`config.mk`:
```
export PLATFORM = sky130hd
export DESIGN_NAME = led_strip_effect_generator
export DESIGN_NICKNAME = d
export VERILOG_FILES = /design/src/design/lseg_pkg.sv /design/src/design/lseg_ctrl.sv /design/src/design/lseg_dpath.sv /design/src/design/led_strip_effect_generator.sv
export SDC_FILE = /design/constraint.sdc
export NUM_CORES = 1
export LEC_CHECK = 0
export BUFFER_PORTS_ARGS = -buffer_cell sky130_fd_sc_hd__buf_2
export CAP_MARGIN = 30
export CORE_AREA = 2 2 257 259
export DETAILED_ROUTE_END_ITERATION = 10
export DIE_AREA = 0 0 259 261
export PLACE_DENSITY = 0.64
export SLEW_MARGIN = 20
export SYNTH_ARGS = -nofsm -noshare
export SYNTH_HDL_FRONTEND = slang
export SYNTH_SLANG_ARGS = --single-unit
```
`constraint.sdc`:
```
create_clock -name aclk -period 10.45 [get_ports aclk]
set_input_delay 1.045 -clock aclk [delete_from_list [all_inputs] [get_ports aclk]]
set_output_delay 1.045 -clock aclk [all_outputs]
set_load 0.02 [all_outputs]
```
`src/design/lseg_pkg.sv`:
```
`default_nettype none

package lseg_pkg;

    // fixed widths of the internal counters
    localparam int CNT_W   = 6;
    localparam int NUM_W   = 5;
    localparam int FRAME_W = 11;
    localparam int DIV3_W  = 10;

    // effect codes
    localparam logic [2:0] EFF_WIPE     = 3'd0;
    localparam logic [2:0] EFF_RAINBOW  = 3'd1;
    localparam logic [2:0] EFF_CYCLE    = 3'd2;
    localparam logic [2:0] EFF_CHASE    = 3'd3;
    localparam logic [2:0] EFF_CHASE_RB = 3'd4;

    // configuration register indexes
    localparam logic [2:0] REG_EFFECT = 3'd0;
    localparam logic [2:0] REG_RED    = 3'd1;
    localparam logic [2:0] REG_GREEN  = 3'd2;
    localparam logic [2:0] REG_BLUE   = 3'd3;
    localparam logic [2:0] REG_COUNT  = 3'd4;

    // effect lengths in frames
    localparam logic [FRAME_W:0] FRAMES_RAINBOW  = 12'd256;
    localparam logic [FRAME_W:0] FRAMES_CYCLE    = 12'd1280;
    localparam logic [FRAME_W:0] FRAMES_CHASE    = 12'd30;
    localparam logic [FRAME_W:0] FRAMES_CHASE_RB = 12'd768;
    localparam logic [FRAME_W:0] FRAMES_OTHER    = 12'd1;

    // controller to datapath commands
    typedef struct packed {
        logic accept;
        logic rnd_init;
        logic wipe_wr;
        logic rnd_step;
        logic advance;
        logic emit_init;
        logic rd;
        logic load;
        logic clr_init;
        logic clr_step;
    } lseg_cmd_t;

    // datapath to controller status
    typedef struct packed {
        logic finished;
        logic is_wipe;
        logic is_loop;
        logic is_chase;
        logic more;
        logic out_free;
    } lseg_stat_t;

    // quotient and remainder of 256 by the pixel count
    typedef struct packed {
        logic [8:0]       base;
        logic [NUM_W-1:0] rem;
    } cyc_step_t;

    function automatic cyc_step_t cyc_step(input logic [NUM_W-1:0] n);
        cyc_step_t r;
        case (n)
            5'd1:    r = {9'd256, 5'd0};
            5'd2:    r = {9'd128, 5'd0};
            5'd3:    r = {9'd85,  5'd1};
            5'd4:    r = {9'd64,  5'd0};
            5'd5:    r = {9'd51,  5'd1};
            5'd6:    r = {9'd42,  5'd4};
            5'd7:    r = {9'd36,  5'd4};
            5'd8:    r = {9'd32,  5'd0};
            5'd9:    r = {9'd28,  5'd4};
            5'd10:   r = {9'd25,  5'd6};
            5'd11:   r = {9'd23,  5'd3};
            5'd12:   r = {9'd21,  5'd4};
            5'd13:   r = {9'd19,  5'd9};
            5'd14:   r = {9'd18,  5'd4};
            5'd15:   r = {9'd17,  5'd1};
            5'd16:   r = {9'd16,  5'd0};
            5'd17:   r = {9'd15,  5'd1};
            5'd18:   r = {9'd14,  5'd4};
            5'd19:   r = {9'd13,  5'd9};
            5'd20:   r = {9'd12,  5'd16};
            5'd21:   r = {9'd12,  5'd4};
            5'd22:   r = {9'd11,  5'd14};
            5'd23:   r = {9'd11,  5'd3};
            5'd24:   r = {9'd10,  5'd16};
            5'd25:   r = {9'd10,  5'd6};
            5'd26:   r = {9'd9,   5'd22};
            5'd27:   r = {9'd9,   5'd13};
            5'd28:   r = {9'd9,   5'd4};
            5'd29:   r = {9'd8,   5'd24};
            5'd30:   r = {9'd8,   5'd16};
            5'd31:   r = {9'd8,   5'd8};
            default: r = {9'd0,   5'd0};
        endcase
        return r;
    endfunction

    function automatic logic [7:0] times3(input logic [7:0] x);
        return 8'({2'b00, x} + {1'b0, x, 1'b0});
    endfunction

    // three-segment colour wheel, result packed red, green, blue
    function automatic logic [23:0] wheel(input logic [7:0] pos);
        logic [7:0] p;
        logic [7:0] t;
        logic [23:0] c;
        p = 8'd255 - pos;
        if (p < 8'd85) begin
            t = times3(p);
            c = {8'd255 - t, 8'd0, t};
        end else if (p < 8'd170) begin
            t = times3(p - 8'd85);
            c = {8'd0, t, 8'd255 - t};
        end else begin
            t = times3(p - 8'd170);
            c = {t, 8'd255 - t, 8'd0};
        end
        return c;
    endfunction

endpackage

`default_nettype wire

```
`src/design/lseg_ctrl.sv`:
```
`default_nettype none

module lseg_ctrl
    import lseg_pkg::*;
(
    input  wire logic       aclk,
    input  wire logic       aresetn,
    input  wire logic       s_axis_tvalid,
    output logic            s_axis_tready,
    input  wire lseg_stat_t stat,
    output lseg_cmd_t       cmd
);

    localparam logic [2:0] ST_IDLE    = 3'd0;
    localparam logic [2:0] ST_CHECK   = 3'd1;
    localparam logic [2:0] ST_RENDER  = 3'd2;
    localparam logic [2:0] ST_ADVANCE = 3'd3;
    localparam logic [2:0] ST_EMIT_RD = 3'd4;
    localparam logic [2:0] ST_EMIT_LD = 3'd5;
    localparam logic [2:0] ST_CLEAR   = 3'd6;

    logic [2:0] state_reg;
    logic [2:0] state_next;
    logic       chase_reg;
    logic       chase_next;

    // state and chase flag registers
    always_ff @(posedge aclk) begin
        if (!aresetn) begin
            state_reg <= ST_IDLE;
            chase_reg <= 1'b0;
        end else begin
            state_reg <= state_next;
            chase_reg <= chase_next;
        end
    end

    // sequencing of one frame tick: render, advance, emit, clear chase pixels
    always_comb begin
        state_next = state_reg;
        chase_next = chase_reg;
        cmd        = '0;
        unique case (state_reg)
            ST_IDLE: begin
                if (s_axis_tvalid) begin
                    cmd.accept = 1'b1;
                    state_next = ST_CHECK;
                end
            end
            ST_CHECK: begin
                if (stat.finished) begin
                    chase_next    = 1'b0;
                    cmd.emit_init = 1'b1;
                    state_next    = ST_EMIT_RD;
                end else begin
                    chase_next   = stat.is_chase;
                    cmd.rnd_init = 1'b1;
                    if (stat.is_wipe) begin
                        cmd.wipe_wr = 1'b1;
                        state_next  = ST_ADVANCE;
                    end else if (stat.is_loop) begin
                        state_next = ST_RENDER;
                    end else begin
                        state_next = ST_ADVANCE;
                    end
                end
            end
            ST_RENDER: begin
                if (stat.more) begin
                    cmd.rnd_step = 1'b1;
                end else begin
                    state_next = ST_ADVANCE;
                end
            end
            ST_ADVANCE: begin
                cmd.advance   = 1'b1;
                cmd.emit_init = 1'b1;
                state_next    = ST_EMIT_RD;
            end
            ST_EMIT_RD: begin
                cmd.rd     = 1'b1;
                state_next = ST_EMIT_LD;
            end
            ST_EMIT_LD: begin
                if (stat.out_free) begin
                    cmd.load = 1'b1;
                    if (stat.more) begin
                        cmd.rd = 1'b1;
                    end else if (chase_reg) begin
                        cmd.clr_init = 1'b1;
                        state_next   = ST_CLEAR;
                    end else begin
                        state_next = ST_IDLE;
                    end
                end
            end
            ST_CLEAR: begin
                if (stat.more) begin
                    cmd.clr_step = 1'b1;
                end else begin
                    state_next = ST_IDLE;
                end
            end
            default: begin
                state_next = ST_IDLE;
            end
        endcase
    end

    assign s_axis_tready = (state_reg == ST_IDLE);

endmodule

`default_nettype wire

```
`src/design/lseg_dpath.sv`:
```
`default_nettype none

module lseg_dpath
    import lseg_pkg::*;
#(
    parameter int PIXELS = 16
) (
    input  wire logic        aclk,
    input  wire logic        aresetn,
    input  wire logic        cfg_we,
    input  wire logic [2:0]  cfg_addr,
    input  wire logic [7:0]  cfg_wdata,
    input  wire logic [7:0]  s_axis_tdata,
    output logic             m_axis_tvalid,
    input  wire logic        m_axis_tready,
    output logic [31:0]      m_axis_tdata,
    output logic             m_axis_tlast,
    output logic             m_axis_tuser,
    input  wire lseg_cmd_t   cmd,
    output lseg_stat_t       stat
);

    localparam int AW = (PIXELS > 1) ? $clog2(PIXELS) : 1;

    logic [2:0]         eff_reg;
    logic [7:0]         red_reg;
    logic [7:0]         green_reg;
    logic [7:0]         blue_reg;
    logic [NUM_W-1:0]   pc_reg;
    logic [NUM_W-1:0]   n;
    logic [23:0]        fixed;

    logic [FRAME_W-1:0] frame_reg;
    logic [1:0]         fmod3_reg;
    logic [DIV3_W-1:0]  fdiv3_reg;
    logic               fin_reg;
    logic [FRAME_W:0]   frames;
    logic [FRAME_W:0]   fr_inc;

    logic [CNT_W-1:0]   cnt_reg;
    logic [1:0]         cq_reg;
    logic [8:0]         qi_reg;
    logic [NUM_W-1:0]   rr_reg;
    cyc_step_t          cyc;
    logic [NUM_W:0]     rr_sum;
    logic               rr_wrap;
    logic [CNT_W-1:0]   step;

    logic [CNT_W-1:0]   ci;
    logic [DIV3_W-1:0]  rb_sum;
    logic [DIV3_W-1:0]  rb_mod;
    logic [7:0]         wheel_pos;
    logic [23:0]        rnd_color;

    logic               wr_en;
    logic [AW-1:0]      wr_addr;
    logic [23:0]        wr_data;
    logic [AW-1:0]      rd_addr;
    logic [23:0]        mem [PIXELS];
    logic [PIXELS-1:0]  valid_reg;
    logic [23:0]        rd_data_reg;
    logic [CNT_W-1:0]   rd_idx_reg;

    logic               m_valid_reg;
    logic [3:0]         px_idx_reg;
    logic [23:0]        px_reg;
    logic               last_reg;
    logic               done_reg;

    // configuration registers
    always_ff @(posedge aclk) begin
        if (!aresetn) begin
            eff_reg   <= EFF_WIPE;
            red_reg   <= '0;
            green_reg <= '0;
            blue_reg  <= '0;
            pc_reg    <= 5'd10;
        end else if (cfg_we) begin
            unique case (cfg_addr)
                REG_EFFECT: eff_reg   <= cfg_wdata[2:0];
                REG_RED:    red_reg   <= cfg_wdata;
                REG_GREEN:  green_reg <= cfg_wdata;
                REG_BLUE:   blue_reg  <= cfg_wdata;
                REG_COUNT:  pc_reg    <= cfg_wdata[NUM_W-1:0];
                default: ;
            endcase
        end
    end

    // pixels in use, zero taken as one, saturated to the store size
    always_comb begin
        if (pc_reg == '0) begin
            n = 5'd1;
        end else if (32'(pc_reg) > PIXELS) begin
            n = 5'(PIXELS);
        end else begin
            n = pc_reg;
        end
    end

    assign fixed = {red_reg, green_reg, blue_reg};

    // effect length
    always_comb begin
        case (eff_reg)
            EFF_WIPE:     frames = {7'd0, n};
            EFF_RAINBOW:  frames = FRAMES_RAINBOW;
            EFF_CYCLE:    frames = FRAMES_CYCLE;
            EFF_CHASE:    frames = FRAMES_CHASE;
            EFF_CHASE_RB: frames = FRAMES_CHASE_RB;
            default:      frames = FRAMES_OTHER;
        endcase
    end

    assign fr_inc = {1'b0, frame_reg} + 12'd1;

    // frame number, kept with its quotient and remainder by three
    always_ff @(posedge aclk) begin
        if (!aresetn) begin
            frame_reg <= '0;
            fmod3_reg <= '0;
            fdiv3_reg <= '0;
            fin_reg   <= 1'b1;
        end else if (cmd.accept && s_axis_tdata[0]) begin
            frame_reg <= '0;
            fmod3_reg <= '0;
            fdiv3_reg <= '0;
            fin_reg   <= 1'b0;
        end else if (cmd.advance) begin
            if (fr_inc >= frames) begin
                fin_reg <= 1'b1;
            end else begin
                frame_reg <= fr_inc[FRAME_W-1:0];
                if (fmod3_reg == 2'd2) begin
                    fmod3_reg <= 2'd0;
                    fdiv3_reg <= fdiv3_reg + 10'd1;
                end else begin
                    fmod3_reg <= fmod3_reg + 2'd1;
                end
            end
        end
    end

    // rainbow cycle offset i*256/n built up one pixel at a time
    assign cyc     = cyc_step(n);
    assign rr_sum  = {1'b0, rr_reg} + {1'b0, cyc.rem};
    assign rr_wrap = (rr_sum >= {1'b0, n});
    assign step    = stat.is_chase ? 6'd3 : 6'd1;

    // pixel counter and render accumulators
    always_ff @(posedge aclk) begin
        if (cmd.rnd_init) begin
            cnt_reg <= stat.is_chase ? {4'd0, fmod3_reg} : '0;
            cq_reg  <= fmod3_reg;
            qi_reg  <= '0;
            rr_reg  <= '0;
        end else if (cmd.rnd_step) begin
            cnt_reg <= cnt_reg + step;
            if (rr_wrap) begin
                rr_reg <= 5'(rr_sum - {1'b0, n});
                qi_reg <= qi_reg + cyc.base + 9'd1;
            end else begin
                rr_reg <= rr_sum[NUM_W-1:0];
                qi_reg <= qi_reg + cyc.base;
            end
        end else if (cmd.emit_init) begin
            cnt_reg <= '0;
        end else if (cmd.rd) begin
            cnt_reg <= cnt_reg + 6'd1;
        end else if (cmd.clr_init) begin
            cnt_reg <= {4'd0, cq_reg};
        end else if (cmd.clr_step) begin
            cnt_reg <= cnt_reg + 6'd3;
        end
    end

    // chase rainbow wheel position (i + f/3) mod 255
    assign ci     = cnt_reg - {4'd0, cq_reg};
    assign rb_sum = {4'd0, ci} + fdiv3_reg;
    always_comb begin
        if (rb_sum >= 10'd510) begin
            rb_mod = rb_sum - 10'd510;
        end else if (rb_sum >= 10'd255) begin
            rb_mod = rb_sum - 10'd255;
        end else begin
            rb_mod = rb_sum;
        end
    end

    // colour of the pixel being rendered
    always_comb begin
        case (eff_reg)
            EFF_RAINBOW: wheel_pos = {2'b00, cnt_reg} + frame_reg[7:0];
            EFF_CYCLE:   wheel_pos = qi_reg[7:0] + frame_reg[7:0];
            default:     wheel_pos = rb_mod[7:0];
        endcase
        rnd_color = (eff_reg == EFF_CHASE) ? fixed : wheel(wheel_pos);
    end

    // store write port
    always_comb begin
        wr_en   = 1'b0;
        wr_addr = cnt_reg[AW-1:0];
        wr_data = rnd_color;
        if (cmd.wipe_wr) begin
            wr_en   = (frame_reg < {6'd0, n});
            wr_addr = frame_reg[AW-1:0];
            wr_data = fixed;
        end else if (cmd.rnd_step) begin
            wr_en = 1'b1;
        end else if (cmd.clr_step) begin
            wr_en   = 1'b1;
            wr_data = '0;
        end
    end

    assign rd_addr = cnt_reg[AW-1:0];

    // pixel store with registered read, unwritten entries read as off
    always_ff @(posedge aclk) begin
        if (wr_en) begin
            mem[wr_addr] <= wr_data;
        end
        if (cmd.rd) begin
            rd_data_reg <= valid_reg[rd_addr] ? mem[rd_addr] : '0;
            rd_idx_reg  <= cnt_reg;
        end
    end

    always_ff @(posedge aclk) begin
        if (!aresetn) begin
            valid_reg <= '0;
        end else if (wr_en) begin
            valid_reg[wr_addr] <= 1'b1;
        end
    end

    // output beat register
    always_ff @(posedge aclk) begin
        if (!aresetn) begin
            m_valid_reg <= 1'b0;
        end else if (cmd.load) begin
            m_valid_reg <= 1'b1;
        end else if (m_axis_tready) begin
            m_valid_reg <= 1'b0;
        end
    end

    always_ff @(posedge aclk) begin
        if (cmd.load) begin
            px_idx_reg <= rd_idx_reg[3:0];
            px_reg     <= rd_data_reg;
            last_reg   <= (rd_idx_reg == ({1'b0, n} - 6'd1));
            done_reg   <= fin_reg;
        end
    end

    assign m_axis_tvalid = m_valid_reg;
    assign m_axis_tdata  = {4'd0, px_reg[7:0], px_reg[15:8], px_reg[23:16], px_idx_reg};
    assign m_axis_tlast  = last_reg;
    assign m_axis_tuser  = done_reg;

    // status to the controller
    assign stat.finished = fin_reg;
    assign stat.is_wipe  = (eff_reg == EFF_WIPE);
    assign stat.is_loop  = (eff_reg == EFF_RAINBOW) || (eff_reg == EFF_CYCLE)
                        || (eff_reg == EFF_CHASE) || (eff_reg == EFF_CHASE_RB);
    assign stat.is_chase = (eff_reg == EFF_CHASE) || (eff_reg == EFF_CHASE_RB);
    assign stat.more     = (cnt_reg < {1'b0, n});
    assign stat.out_free = !m_valid_reg || m_axis_tready;

endmodule

`default_nettype wire

```
`src/design/led_strip_effect_generator.sv`:
```
// LED strip effect generator. Each beat on the input channel is one frame tick:
// bit 0 of s_axis_tdata set restarts the selected effect at frame zero, clear
// advances it by one frame. The tick renders the frame into a pixel store of
// PIXELS entries (one write per cycle: n writes for rainbow and rainbow cycle,
// about n/3 for the chases, one for wipe, none for undefined effects), then
// streams the pixels in use, index ascending, one output beat per cycle while
// the sink is ready, with tlast on the final pixel and tuser set once the effect
// has reached its last frame. The chases then clear their lit pixels. Render,
// emit and clear run one after another at one pixel per cycle, the emit stalling
// while the sink holds tready low. The user must write registers through the cfg
// port only while no tick is in flight; the block itself does not enforce it.
`default_nettype none

module led_strip_effect_generator
    import lseg_pkg::*;
#(
    parameter int PIXELS = 16
) (
    input  wire logic        aclk,
    input  wire logic        aresetn,
    // configuration write port
    input  wire logic        cfg_we,
    input  wire logic [2:0]  cfg_addr,
    input  wire logic [7:0]  cfg_wdata,
    // frame tick input
    input  wire logic        s_axis_tvalid,
    output logic             s_axis_tready,
    input  wire logic [7:0]  s_axis_tdata,   // [0] restart
    // pixel output
    output logic             m_axis_tvalid,
    input  wire logic        m_axis_tready,
    output logic [31:0]      m_axis_tdata,   // [3:0] pixel_index, [11:4] red,
                                             // [19:12] green, [27:20] blue
    output logic             m_axis_tlast,   // last_pixel
    output logic             m_axis_tuser    // effect_done
);

    lseg_cmd_t  cmd;
    lseg_stat_t stat;

    lseg_ctrl u_ctrl (
        .aclk          (aclk),
        .aresetn       (aresetn),
        .s_axis_tvalid (s_axis_tvalid),
        .s_axis_tready (s_axis_tready),
        .stat          (stat),
        .cmd           (cmd)
    );

    lseg_dpath #(
        .PIXELS (PIXELS)
    ) u_dpath (
        .aclk          (aclk),
        .aresetn       (aresetn),
        .cfg_we        (cfg_we),
        .cfg_addr      (cfg_addr),
        .cfg_wdata     (cfg_wdata),
        .s_axis_tdata  (s_axis_tdata),
        .m_axis_tvalid (m_axis_tvalid),
        .m_axis_tready (m_axis_tready),
        .m_axis_tdata  (m_axis_tdata),
        .m_axis_tlast  (m_axis_tlast),
        .m_axis_tuser  (m_axis_tuser),
        .cmd           (cmd),
        .stat          (stat)
    );

endmodule

`default_nettype wire

```
## Yosys cells after proc, flatten, opt, wreduce, memory -nomap -nowiden

Memories as Yosys holds them, arrays and structs flattened. A register that Yosys moved wholly into a read port is not among the register bits.
Cells that the tools add are included.

- Add/sub/neg operators: 26
- Order comparisons: 12
- Equal/unequal tests: 21
- Multiplexer cells: 65
- Bitwise gates (word level): 3
- Reductions and logical operators: 27

Operators with widths:

| kind | count |
|---|---|
| $mux 24 | 6 |
| $pmux 11 s5 | 1 |
| $mux 6 | 6 |
| $add 8x8->8 | 4 |
| $sub 8x8->8 const A | 4 |
| $mux 1 | 25 |
| $mux 3 | 8 |
| $sub 8x8->8 const B | 3 |
| $pmux 3 s7 | 1 |
| $eq 3x2->1 const B | 6 |
| $mux 8 | 2 |
| $or 16x16->16 | 1 |
| $pmux 8 s2 | 1 |
| $eq 3x3->1 const B | 5 |
| $mux 5 | 3 |
| $reduce_and 2->1 | 7 |
| $add 11x1->12 const B | 1 |
| $ge 12x11->1 | 1 |
| $mux 2 | 6 |
| $lt 11x5->1 | 1 |
| $add 10x1->10 const B | 1 |
| $add 6x10->10 | 1 |
| $ge 10x8->1 const B | 1 |
| $ge 10x9->1 const B | 1 |
| 39 further kinds | 58 |

- Bits in registers: 135
- RAM bits: 384
- Memory bits (read-only): 448
- Bits of input ports: 24
- Output and inout port bits: 36
- Logic and storage cells: 178
- Memories: 2

Memory list:

| name | words | width | rd ports | clocked after memory_dff | write ports | RTL line | text |
|---|---|---|---|---|---|---|---|
| (no name shown) | 32 | 14 | 1 | 0 | 0 | lseg_pkg.sv:64 | `case (n)` |
| u_dpath.mem | 16 | 24 | 1 | 1 | 1 | lseg_dpath.sv:59 | `logic [23:0] mem [PIXELS];` |

## Longest topological paths before layout

Gate-level depths: netlist (run 1).

- Depth after elaboration: 16
- Depth in mapped cells: 31
- Mapped depth without buffers: 29

## By module

Synthesis (run 1) repeated with hierarchy kept, for this count alone.

- Cell total of the unflattened synthesis: 1,831
- Area total of the unflattened synthesis: 25,724.7 µm²

By module, submodules not included:

| module | times used | cells an instance | area each (µm²) | seq. area each (µm²) |
|---|---|---|---|---|
| lseg_dpath | 1 | 1,780 | 25,381.8 | 15,294.7 |
| lseg_ctrl | 1 | 51 | 342.8 | 80.1 |

## Least setup slack after synthesis (run 1)

Ideal clock, no wire load.

- Path type: reg2reg
- Start point: register u_dpath.cnt_reg[0]
- End point: memory u_dpath.mem[0][7] (data pin)
- Library setup time: 0.284 ns
- Arrival: 7.093 ns
- Required time: 10.166 ns
- Path slack: 3.073 ns
- Stages on the path, launching flop included: 31
- Path buffers: 1
- Clock period less this slack: 7.377 ns
- Path through: edfxtp_1 -> clkbuf_1 -> inv_1 -> ha_1 -> inv_1 -> fa_1 -> nor3_1 -> xor2_1 -> ha_1 -> a21o_1 -> a221oi_4 -> xnor2_2 -> o2111ai_2 -> o31ai_4 -> a221oi_2 -> o31ai_4 -> inv_1 -> ha_1 -> and3_1 -> a31oi_1 -> and3b_1 -> xnor2_1 -> inv_2 -> ha_1 -> a21o_1 -> a21o_1 -> maj3_2 -> a21oi_1 -> xnor2_1 -> a21oi_1 -> o21ai_1

- Word-level cells in the longest chain between the ends: 16
- Elaborated cells between the ends (all ways): 27
- Those cells by class: 10 x add/sub; 5 x order compare; 12 x mux

RTL lines:

| what | RTL line | text |
|---|---|---|
| start, declared | lseg_dpath.sv:40 | `logic [CNT_W-1:0] cnt_reg;` |
| start signal, assigned | lseg_dpath.sv:153 | `cnt_reg <= stat.is_chase ? {4'd0, fmod3_reg} : '0;` |
| start signal, assigned | lseg_dpath.sv:158 | `cnt_reg <= cnt_reg + step;` |
| start signal, assigned | lseg_dpath.sv:169 | `cnt_reg <= cnt_reg + 6'd1;` |
| $sub 6x2->6 | lseg_dpath.sv:178 | `assign ci = cnt_reg - {4'd0, cq_reg};` |
| $add 6x10->10 | lseg_dpath.sv:179 | `assign rb_sum = {4'd0, ci} + fdiv3_reg;` |
| $sub 8x8->8 or $ge 10x8->1 (tied branches) | lseg_dpath.sv:184, lseg_dpath.sv:183 |  |
| $mux 8 | lseg_dpath.sv:183 | `end else if (rb_sum >= 10'd255) begin` |
| $mux 8 | lseg_dpath.sv:181 | `if (rb_sum >= 10'd510) begin` |
| $pmux 8 s2 | lseg_dpath.sv:192 | `case (eff_reg)` |
| $sub 8x8->8 | lseg_pkg.sv:110 | `p = 8'd255 - pos;` |
| $sub 8x7->8 | lseg_pkg.sv:115 | `t = times3(p - 8'd85);` |
| $add 8x8->8 | lseg_pkg.sv:102 | `return 8'({2'b00, x} + {1'b0, x, 1'b0});` |
| $sub 8x8->8 | lseg_pkg.sv:116 | `c = {8'd0, t, 8'd255 - t};` |
| $mux 24 | lseg_pkg.sv:114 | `end else if (p < 8'd170) begin` |
| $mux 24 | lseg_pkg.sv:111 | `if (p < 8'd85) begin` |
| $mux 24 | lseg_dpath.sv:197 | `rnd_color = (eff_reg == EFF_CHASE) ? fixed : wheel(wheel_pos);` |
| $mux 24 | lseg_dpath.sv:211 | `end else if (cmd.clr_step) begin` |
| $mux 24 (*) | lseg_dpath.sv:209 | `end else if (cmd.rnd_step) begin` |
| $mux 24 (*) | lseg_dpath.sv:205 | `if (cmd.wipe_wr) begin` |
| via u_dpath.wr_data[7] | lseg_dpath.sv:57 | `logic [23:0] wr_data;` |
| end, declared | lseg_dpath.sv:59 |  |

The timed path passes the listed nets; every way through them passes the cells marked *.

## Worst setup path after layout (run 1)

- Start point: register u_dpath.cnt_reg[1]
- End point: memory u_dpath.mem[0][7] (data pin)

Same word-level chain as after synthesis.

==> out/results.ini, run 1 <==
[floorplan]
io-pin-count=60
num_rows=94
start_util=0.394
dieArea_mm2=0.0676
die_y_um=261
dieWidth_um=259
core_mm2=0.0650

[timing]
setup_tns_ns=0
min_period_ns=8.15
finalCritPeriodShare=0.779
timing.fmax_mhz=123
hold_viol_final=0
setup_viol_count_final=0
relSlewSlack=0.307
drv_slew=0
skew_ns=0.0378
rsz0062_at_grt=false
worst_pin_slew_ns=1.04

[final_layout]
fillCellCount=5665
antennaDiodeCount=0
area_growth_syn_to_layout_pct=13.5
final_nets=1990
largest_reg_flops=384
drive_above_1_share=0.186
fin_cells=2774

[route]
avgViaCountPerCell=5.52
final_antenna_net_count=0
drt_iter0_drc=1324
firstDrtPassIters=5
wirelength_um=60400
vias=15324
drc=0
wl_per_cell_um=21.8

[synth]
syn_area_mm2=0.0257
avgSynthCellArea_um2=14.3
netlist_instances=1794
synth.area.top_cells=edfxtp_1, mux4_2, dfxtp_1
synth_cell_types=95
synth_ff_type=edfxtp_1
ys_seq_elements=542
synth_largest_area_cell=edfxtp_1
synth_most_common_cell=edfxtp_1
yosysSeqAreaShare=0.599
yosys_warnings=0
synth_top_area_share=0.529
synth_common_cells=edfxtp_1, nand2_1, mux4_2, ha_1, dfxtp_1
synthArstFlopShare=0
synth_edf_count=452

[run_status]
outcome=complete, no violations

[setup_path]
cpPeakStageDelay_ns=0.56
worstSetupPathType=reg2reg
critPathCaptureType=flop
cpMostUsedCell=ha_1
crit_arrival_ns=8.50
start_kind=flop
worstPathRequired_ns=10.80
worst_path_max_delay_cell=o21ai_2
cp_max_fo=35

[grt]
grt_pass1_wl_um=92200
grt_pass1_vias=15347
grt.total_usage=0.180
antenna_found_initial=3
grt_max_degree=112
overflow=0

[clocking]
cts_tree=yes
post_cts_resize_count=0
cts.sinks=542
clock_path_buffers=3
htreeDepth=2
hold_buffers=0
root_buffer=clkbuf_16
clkLatencyLatePin_ns=0.65
clk_pin_slew_worst_paths_ns=0.06
cts_setup_buffers=0
cts_made_buffers=57

[pwr]
p_sw_frac=0.352
seq_power_share=0.393
intPower_mw=5.51
share_comb_of_total_power=0.380
power_mw=8.50
vdd_drop_max_mv=0.271
power_density_mw_per_mm2=292
leakagePower_nw=10.0
p_switching_mw=2.99
clock_power_share=0.227

[placement]
dp_hpwl_um=38700
gp_congestion=0.872
placedCellCount=2667
io_buffers=48

[flow_run]
drv_cap=0

[hold_path]
hold_class=reg2reg

[critical path: cells and delay by family (launching register included)]
kind,cells,cell delay (ns)
AO/OA/AOI/OAI,12,3.57
adder cells (fa/ha/maj),5,1.69
XOR/XNOR,4,0.76
buffers and inverters,3,0.75
AND/OR/NAND/NOR,4,0.71
flip-flops,1,0.33
[power by group through the flow]
stage	clock [mW]	sequential [mW]	combinational, mW
after global placement	0	3.38	3.06
after floorplan	0	3.36	2.26
after CTS	1.97	3.35	3.23
final	1.93	3.34	3.23
after detailed placement	0	3.39	3.21
after global routing	2.05	3.35	3.56
[metal layers]
| metal | vias to the layer above | routed length, um | GRT usage |
|---|---|---|---|
| met4 | 0 | 1800 | 0.0650 |
| met3 | 107 | 3360 | 0.0244 |
| li1 | 7044 | - | - |
| met2 | 464 | 29000 | 0.299 |
| met5 | - | 0 | 0 |
| met1 | 7709 | 26300 | 0.242 |
[through the flow]
stage	instance area, um2	hold WS, ns	worst slack (ns)	util
2_1_floorplan	25700	0.400	3.07	-
3_3_place_gp	27000	0.404	2.15	0.415
3_5_place_dp	27300	0.405	1.81	0.420
4_1_cts	29100	0.420	1.79	0.447
5_1_grt	29100	0.424	1.81	0.448
6_report	29100	0.417	2.30	0.448
[kinds of logic (layout without fill, tap and decap cells)]
logic type	after synthesis	in the layout	synth area share
adders and majority gates	106	106	0.0540
AOI/OAI and AO/OA	339	339	0.0920
muxes	161	161	0.120
DFF	542	542	0.599
other	1	5	0.000146
buffers and inverters	148	260	0.0233
and+or+nand+nor	414	414	0.0798
xor gates and xnor gates	83	83	0.0312
[area by class of cell]
type / instances / area, um2 / share of cell area
Clock buffer: 67 / 1460 / 0.0503
Clock inverter: 38 / 307 / 0.0105
Timing Repair Buffer: 91 / 790 / 0.0271
Tap cell: 864 / 1080 / 0.0371
Sequential cell: 542 / 15400 / 0.528
Multi-Input combinational cell: 1108 / 9850 / 0.339
Inverter: 64 / 240 / 0.00825
[placed cells by master (no fill, tap or decap), drive strengths merged, types with 66 or more instances in the layout]
master	count
mux4	117
nor2	85
a21oi	72
inv	66
buf	90
nand2	132
ha	93
dfxtp	90
edfxtp	452
o21ai	69
clkbuf	68
[final timing paths]
check                         start                 to  depth (start not counted)  slack [ns]
max reg2reg      u_dpath.cnt_reg[1]  u_dpath.mem[0][7]                         28        2.30
min reg2reg  u_dpath.rd_data_reg[4]  u_dpath.px_reg[4]                          0        0.42
min          u_dpath.rd_data_reg[4]  u_dpath.px_reg[4]                          0        0.42
max              u_dpath.cnt_reg[1]  u_dpath.mem[0][7]                         28        2.30
Power figures use the tool's default switching activity.
==> run 2: changes to the inputs <==
- ABC_AREA: not set -> 1
- CORE_AREA: 2 2 257 259 -> 2 2 259 261
- DIE_AREA: 0 0 259 261 -> 0 0 261 263
- PLACE_DENSITY: 0.64 -> 0.66
- clock period: 10.45 -> 6.8 ns (I/O delays scaled with it)
==> run 2 against run 1 <==
Net effect:
- setup slack worse by 1.7 ns
- register-to-register slack worse by 1.7 ns
- routed wire length is 12% higher
- area after synthesis is 1.8% higher
- final area is 1.5% higher
- non-clock buffer count is 14 higher
- worst hold slack worse by 0.022 ns
- global-route usage is 1.6 points higher
==> out/results.ini, run 2 <==
[route]
wirelength_um=67800  ; +12%
drt_iter0_drc=1827  ; +38%
avgViaCountPerCell=5.42  ; -1.9%
drc=0  ; unchanged
final_antenna_net_count=0  ; unchanged
vias=19435  ; +27%
firstDrtPassIters=5  ; unchanged
wl_per_cell_um=18.9  ; -13%

[timing]
relSlewSlack=0.336  ; +0.0284
setup_tns_ns=0  ; unchanged
finalCritPeriodShare=0.918  ; +0.138
hold_viol_final=0  ; unchanged
skew_ns=0.0240  ; -0.0138 ns
rsz0062_at_grt=false
worst_pin_slew_ns=0.994  ; -0.0450 ns
worst_slack_ns=0.561  ; -1.74 ns
setup_viol_count_final=0  ; unchanged
drv_slew=0  ; unchanged
timing.fmax_mhz=160  ; +31%
min_period_ns=6.24  ; -1.91 ns

[synth]
netlist_instances=2623  ; +46%
synthArstFlopShare=0  ; unchanged
synth.area.top_cells=edfxtp_1, dfxtp_1, nand2_1
syn_area_mm2=0.0261  ; +1.8%
synth_edf_count=452  ; unchanged
synth_ff_type=edfxtp_1
synth_common_cells=edfxtp_1, nand2_1, nor2_1, o21ai_0, inv_1
synth_cell_types=65  ; -32%
avgSynthCellArea_um2=9.96  ; -30%
synth_most_common_cell=edfxtp_1
synth_top_area_share=0.520  ; -0.00933
synth_largest_area_cell=edfxtp_1
yosys_warnings=0  ; unchanged
yosysSeqAreaShare=0.589  ; -0.0106
ys_seq_elements=542  ; unchanged

[clocking]
cts.sinks=542  ; unchanged
clk_pin_slew_worst_paths_ns=0.06  ; about the same
cts_tree=yes
clkLatencyLatePin_ns=0.62  ; -0.03 ns
htreeDepth=2  ; unchanged
cts_made_buffers=55  ; -3.5%
root_buffer=clkbuf_16
clock_path_buffers=3  ; unchanged

[final_layout]
fillCellCount=6056  ; +6.9%
layout_common_cells=edfxtp_1, nand2_1, nor2_1
area_growth_syn_to_layout_pct=13.1
drive_above_1_share=0.105  ; -0.0812
final_common_cell=edfxtp_1
largest_reg_flops=384  ; unchanged
final_nets=2802  ; +41%
fin_cells=3587  ; +29%
antennaDiodeCount=0  ; unchanged

[floorplan]
dieWidth_um=261  ; +0.77%
core_mm2=0.0656  ; +0.90%
io-pin-count=60  ; unchanged
start_util=0.398  ; +0.00348
die_y_um=263  ; +0.77%
num_rows=94  ; unchanged
dieArea_mm2=0.0686  ; +1.5%

[setup_path]
worstPathRequired_ns=7.12  ; -3.68 ns
crit_arrival_ns=6.56  ; -1.94 ns
worstSetupPathType=reg2reg
cpPeakStageDelay_ns=0.46  ; -0.10 ns
start_kind=flop
critPathCaptureType=flop
cp_max_fo=16  ; -54%
reg2reg_slack_ns=0.56  ; -1.74 ns
worst_path_max_delay_cell=edfxtp_1
cpMostUsedCell=nand2_1

[run_status]
outcome=complete, no violations

[grt]
grt_max_degree=208  ; +86%
antenna_found_initial=1  ; -2
grt.total_usage=0.196  ; +0.0162
grt_pass1_wl_um=106000  ; +15%
grt_pass1_vias=18792  ; +22%
overflow=0  ; unchanged

[pwr]
vdd_drop_max_mv=0.311  ; +15%
power_density_mw_per_mm2=465  ; +59%
leakagePower_nw=11.0  ; +9.5%

[placement]
io_buffers=48  ; unchanged
dp_slack_ns=0.128  ; -1.68 ns
dp_hpwl_um=43700  ; +13%
gp_congestion=0.918  ; +5.2%
placedCellCount=3479  ; +30%

[hold_path]
hold_class=in2reg

[flow_run]
drv_cap=0  ; unchanged

## run 2: changes by cell type after synthesis, moves of 40 or more
cell      before  now
nand2_1      132  425
nor2_1        83  364
o21ai_0       58  314
inv_1         59  199
mux4_2       117    0
a21oi_1       70  133
nand3_1       28   86
nor2b_1       55    0
o22ai_1        4   58
o221ai_1       7   50
mux2i_1       40    0
## run 2: cell families (layout without fill, tap and decap cells)
family	after synthesis	after routing	share of synthesized area
simple gates	971	971	0.157
compound gates	622	622	0.135
flops	542	542	0.589
buf+inv	329	425	0.0487
fa+ha+maj	102	102	0.0515
xor+xnor	56	56	0.0191
other cells	1	5	0.000144
## run 2: worst paths after layout
check / startpoint / end / cells past startpoint
worst max-delay path: u_dpath.cnt_reg[0] / u_dpath.mem[13][15] / 41
worst min register to register: u_dpath.rd_data_reg[21] / u_dpath.px_reg[21] / 0
worst max register to register: u_dpath.cnt_reg[0] / u_dpath.mem[13][15] / 41
worst min-delay path: cfg_wdata[5] / u_dpath.red_reg[5] / 3
## run 2: area by class of cell
cell class	count	area [um2]	area share
multi-input cells	1756	9650	0.327
well taps	864	1080	0.0366
clock buffers	74	1460	0.0493
flip-flops and latches	542	15400	0.520
clock inverters	30	295	0.0100
repair buffers	105	866	0.0293
inverters	216	816	0.0276
## run 2: timing repair
item | CTS | global route
hold buffers | 0 | 0
resized for setup | 0 | 16
endpoints found under the setup margin | 0 | 206
setup buffers | 0 | 1
## run 2: critical path, delay by kind of cell, from the launching register on
family | cells | cell delay [ns]
AND/OR/NAND/NOR | 29 | 3.02
adder cells (fa/ha/maj) | 5 | 1.48
buffers and inverters | 4 | 0.48
flip-flops | 1 | 0.46
AO/OA/AOI/OAI | 2 | 0.26
XOR/XNOR | 1 | 0.24
## run 2: power by group
part | internal [mW] | switching [mW]
Combinational | 1.70 | 4.13
Sequential | 4.88 | 0.0889
Clock | 1.67 | 1.26
## run 2: through the flow
stage | instance area, um2 | total power [mW] | utilization | hold WS, ns
finish | 29500 | 13.7 | 0.450 | 0.396
global route | 29500 | 14.6 | 0.450 | 0.417
CTS | 29500 | 13.6 | 0.449 | 0.376
detailed placement | 27700 | 10.7 | 0.422 | 0.405
global placement | 27400 | 10.4 | 0.418 | 0.402
floorplan | 26100 | 8.83 | - | 0.400
## run 2: per-layer routing
layer,vias up,GRT usage,part of all wire
met5,-,0,0
met4,0,0.0637,0.027
met3,123,0.0270,0.068
met2,693,0.330,0.48
met1,9371,0.260,0.42
li1,9248,-,-
==> run 3: changes to the inputs <==
--- a/config.mk
+++ b/config.mk
@@ -10,4 +10,5 @@
 export CAP_MARGIN = 30
 export CORE_AREA = 2 2 259 261
+export CTS_BUF_LIST = sky130_fd_sc_hd__clkbuf_16
 export DETAILED_ROUTE_END_ITERATION = 10
 export DIE_AREA = 0 0 261 263
==> constraint.sdc (replaced) <==
create_clock -name aclk -period 6.8 [get_ports aclk]
set_input_delay 1.7 -clock aclk [delete_from_list [all_inputs] [get_ports aclk]]
set_output_delay 1.7 -clock aclk [all_outputs]
set_load 0.02 [all_outputs]
==> run 3 against run 2 <==
Net effect:
- via count grew 0.85%
- final area grew 0.67%
- final cell count grew 0.17%
- highest routed layer unchanged
- utilization grew 0.30 points
- largest cell class unchanged
- sequential cell count is the same
==> out/results.ini, run 3 (synthesis results as in run 2) <==
[run_status]
outcome=complete, no violations

[setup_path]
worstSetupPathType=reg2reg
reg2reg_depth=40  ; -2.4%
start_kind=flop
reg2reg_to=u_dpath.mem[1][12]
timing.rr.start=u_dpath.cnt_reg[0]
worst_path_max_delay_cell=edfxtp_1
crit_arrival_ns=6.58  ; +0.02 ns
cp_max_fo=16  ; unchanged
cpPeakStageDelay_ns=0.46  ; about the same
worstPathRequired_ns=7.16  ; +0.04 ns
cpMostUsedCell=nand2_1
reg2reg_slack_ns=0.58  ; +0.02 ns
critPathCaptureType=flop
startpoint=u_dpath.cnt_reg[0]

[timing]
worst_pin_slew_ns=1.26  ; +0.262 ns
holdWs_ns=0.419  ; +0.0238 ns
min_period_ns=6.22  ; -0.0224 ns
timing.fmax_mhz=161  ; +0.36%
drv_slew=0  ; unchanged
finalCritPeriodShare=0.914  ; -0.00330
worst_slack_ns=0.583  ; +0.0224 ns
setup_viol_count_final=0  ; unchanged
setup_tns_ns=0  ; unchanged
skew_ns=0.0262  ; +0.00221 ns
rsz0062_at_grt=false
hold_viol_final=0  ; unchanged
relSlewSlack=0.163  ; -0.173

[route]
avgViaCountPerCell=5.46  ; +0.68%
vias=19600  ; +0.85%
drt_iter0_drc=2066  ; +13%
drc=0  ; unchanged
wl_per_cell_um=19.2  ; +1.9%
firstDrtPassIters=5  ; unchanged
wirelength_um=69100  ; +2.0%
final_antenna_net_count=0  ; unchanged

[pwr]
clock_power_share=0.216  ; +0.003
share_comb_of_total_power=0.424  ; about the same
power_density_mw_per_mm2=464  ; -0.11%
vdd_drop_max_mv=0.291  ; -6.5%
intPower_mw=8.27  ; +0.31%
leakagePower_nw=11.2  ; +1.5%
power_mw=13.8  ; +0.56%
p_sw_frac=0.401  ; +0.00152
seq_power_share=0.360  ; -0.002
p_switching_mw=5.54  ; +0.95%

[clocking]
clkLatencyLatePin_ns=0.63  ; about the same
clk_pin_slew_worst_paths_ns=0.06  ; about the same
cts_made_buffers=56  ; +1.8%
htreeDepth=2  ; unchanged
clock_path_buffers=3  ; unchanged
cts_tree=yes
root_buffer=clkbuf_16
cts.sinks=542  ; unchanged

[grt]
overflow=0  ; unchanged
antenna_found_initial=1  ; unchanged
grt_pass1_vias=19062  ; +1.4%
grt.total_usage=0.199  ; +0.00293
grt_pass1_wl_um=107000  ; +1.8%
grt_max_degree=208  ; unchanged

[placement]
dp_hpwl_um=44000  ; +0.79%
gp_congestion=0.916  ; -0.19%
dp_slack_ns=0.113  ; -0.0158 ns
io_buffers=48  ; unchanged

[final_layout]
final_common_cell=edfxtp_1
largest_reg_flops=384  ; unchanged
antennaDiodeCount=0  ; unchanged
area_growth_syn_to_layout_pct=13.9
final_core_util=0.453  ; +0.00301
final_nets=2808  ; +0.21%
fillCellCount=6006  ; -0.83%
layout_common_cells=edfxtp_1, nand2_1, nor2_1
drive_above_1_share=0.108  ; +0.00343

[floorplan]
die_y_um=263  ; unchanged
num_rows=94  ; unchanged
dieWidth_um=261  ; unchanged
dieArea_mm2=0.0686  ; unchanged
start_util=0.398  ; unchanged
core_mm2=0.0656  ; unchanged
io-pin-count=60  ; unchanged

[hold_path]
hold_depth=0  ; -3
hp-start=u_dpath.rd_data_reg[11]
hold_class=reg2reg
min_to=u_dpath.px_reg[11]

[flow_run]
drv_cap=0  ; unchanged

-- run 3: what timing repair did --
action | in CTS | in global routing
setup endpoints to repair | 0 | 199
resized for setup | 0 | 16
hold buffers | 0 | 0
buffers inserted | 0 | 5
-- run 3: worst max-delay path by stage --
stage	end	slack, ns	depth (start not counted)
4_1_cts	u_dpath.mem[10][7]	0.11	40
3_3_place_gp	u_dpath.mem[14][14]	0.27	41
3_5_place_dp	u_dpath.mem[12][7]	0.11	40
5_1_grt	u_dpath.mem[1][12]	0.02	40
2_1_floorplan	u_dpath.mem[0][6]	0.26	45
6_report	u_dpath.mem[1][12]	0.58	40
-- run 3: cell type report --
| type | count | area, um2 | area share |
|---|---|---|---|
| clock inverter | 48 | 383 | 0.0129 |
| tap | 864 | 1080 | 0.0363 |
| multi-input combinational | 1756 | 9670 | 0.325 |
| clock buffer | 57 | 1430 | 0.0480 |
| inverter | 216 | 816 | 0.0274 |
| sequential | 542 | 15400 | 0.517 |
| timing repair buffer | 110 | 993 | 0.0334 |
-- run 3: power by group through the flow --
stage          registers, mW  logic (mW)  clock network, mW
2_1_floorplan           5.03        3.80                  0
3_3_place_gp            5.05        5.39                  0
3_5_place_dp            5.06        5.61                  0
4_1_cts                 4.99        5.64               3.02
5_1_grt                 4.99        6.52               3.15
6_report                4.97        5.86               2.98
-- run 3: metal layers --
layer / vias to the layer above / GRT usage / wire (um)
li1: 9256 / - / -
met4: 0 / 0.0739 / 2380
met3: 146 / 0.0249 / 4650
met2: 696 / 0.333 / 33100
met1: 9502 / 0.263 / 29000
met5: - / 0 / 0
-- run 3: through the flow --
step / std cells / area [um2]
5_1_grt: 3593 / 29700
3_5_place_dp: 3481 / 27800
2_1_floorplan: 2627 / 26100
4_1_cts: 3586 / 29600
3_3_place_gp: 3463 / 27400
6_report: 3593 / 29700
-- run 3: critical path: cells and delay by family, from the launching register on --
kind | cells | cell delay (ns)
DFF | 1 | 0.46
adders and majority gates | 5 | 1.35
xor gates and xnor gates | 1 | 0.25
buffers and inverters | 8 | 0.73
AOI/OAI and AO/OA | 4 | 0.88
and+or+nand+nor | 22 | 2.27
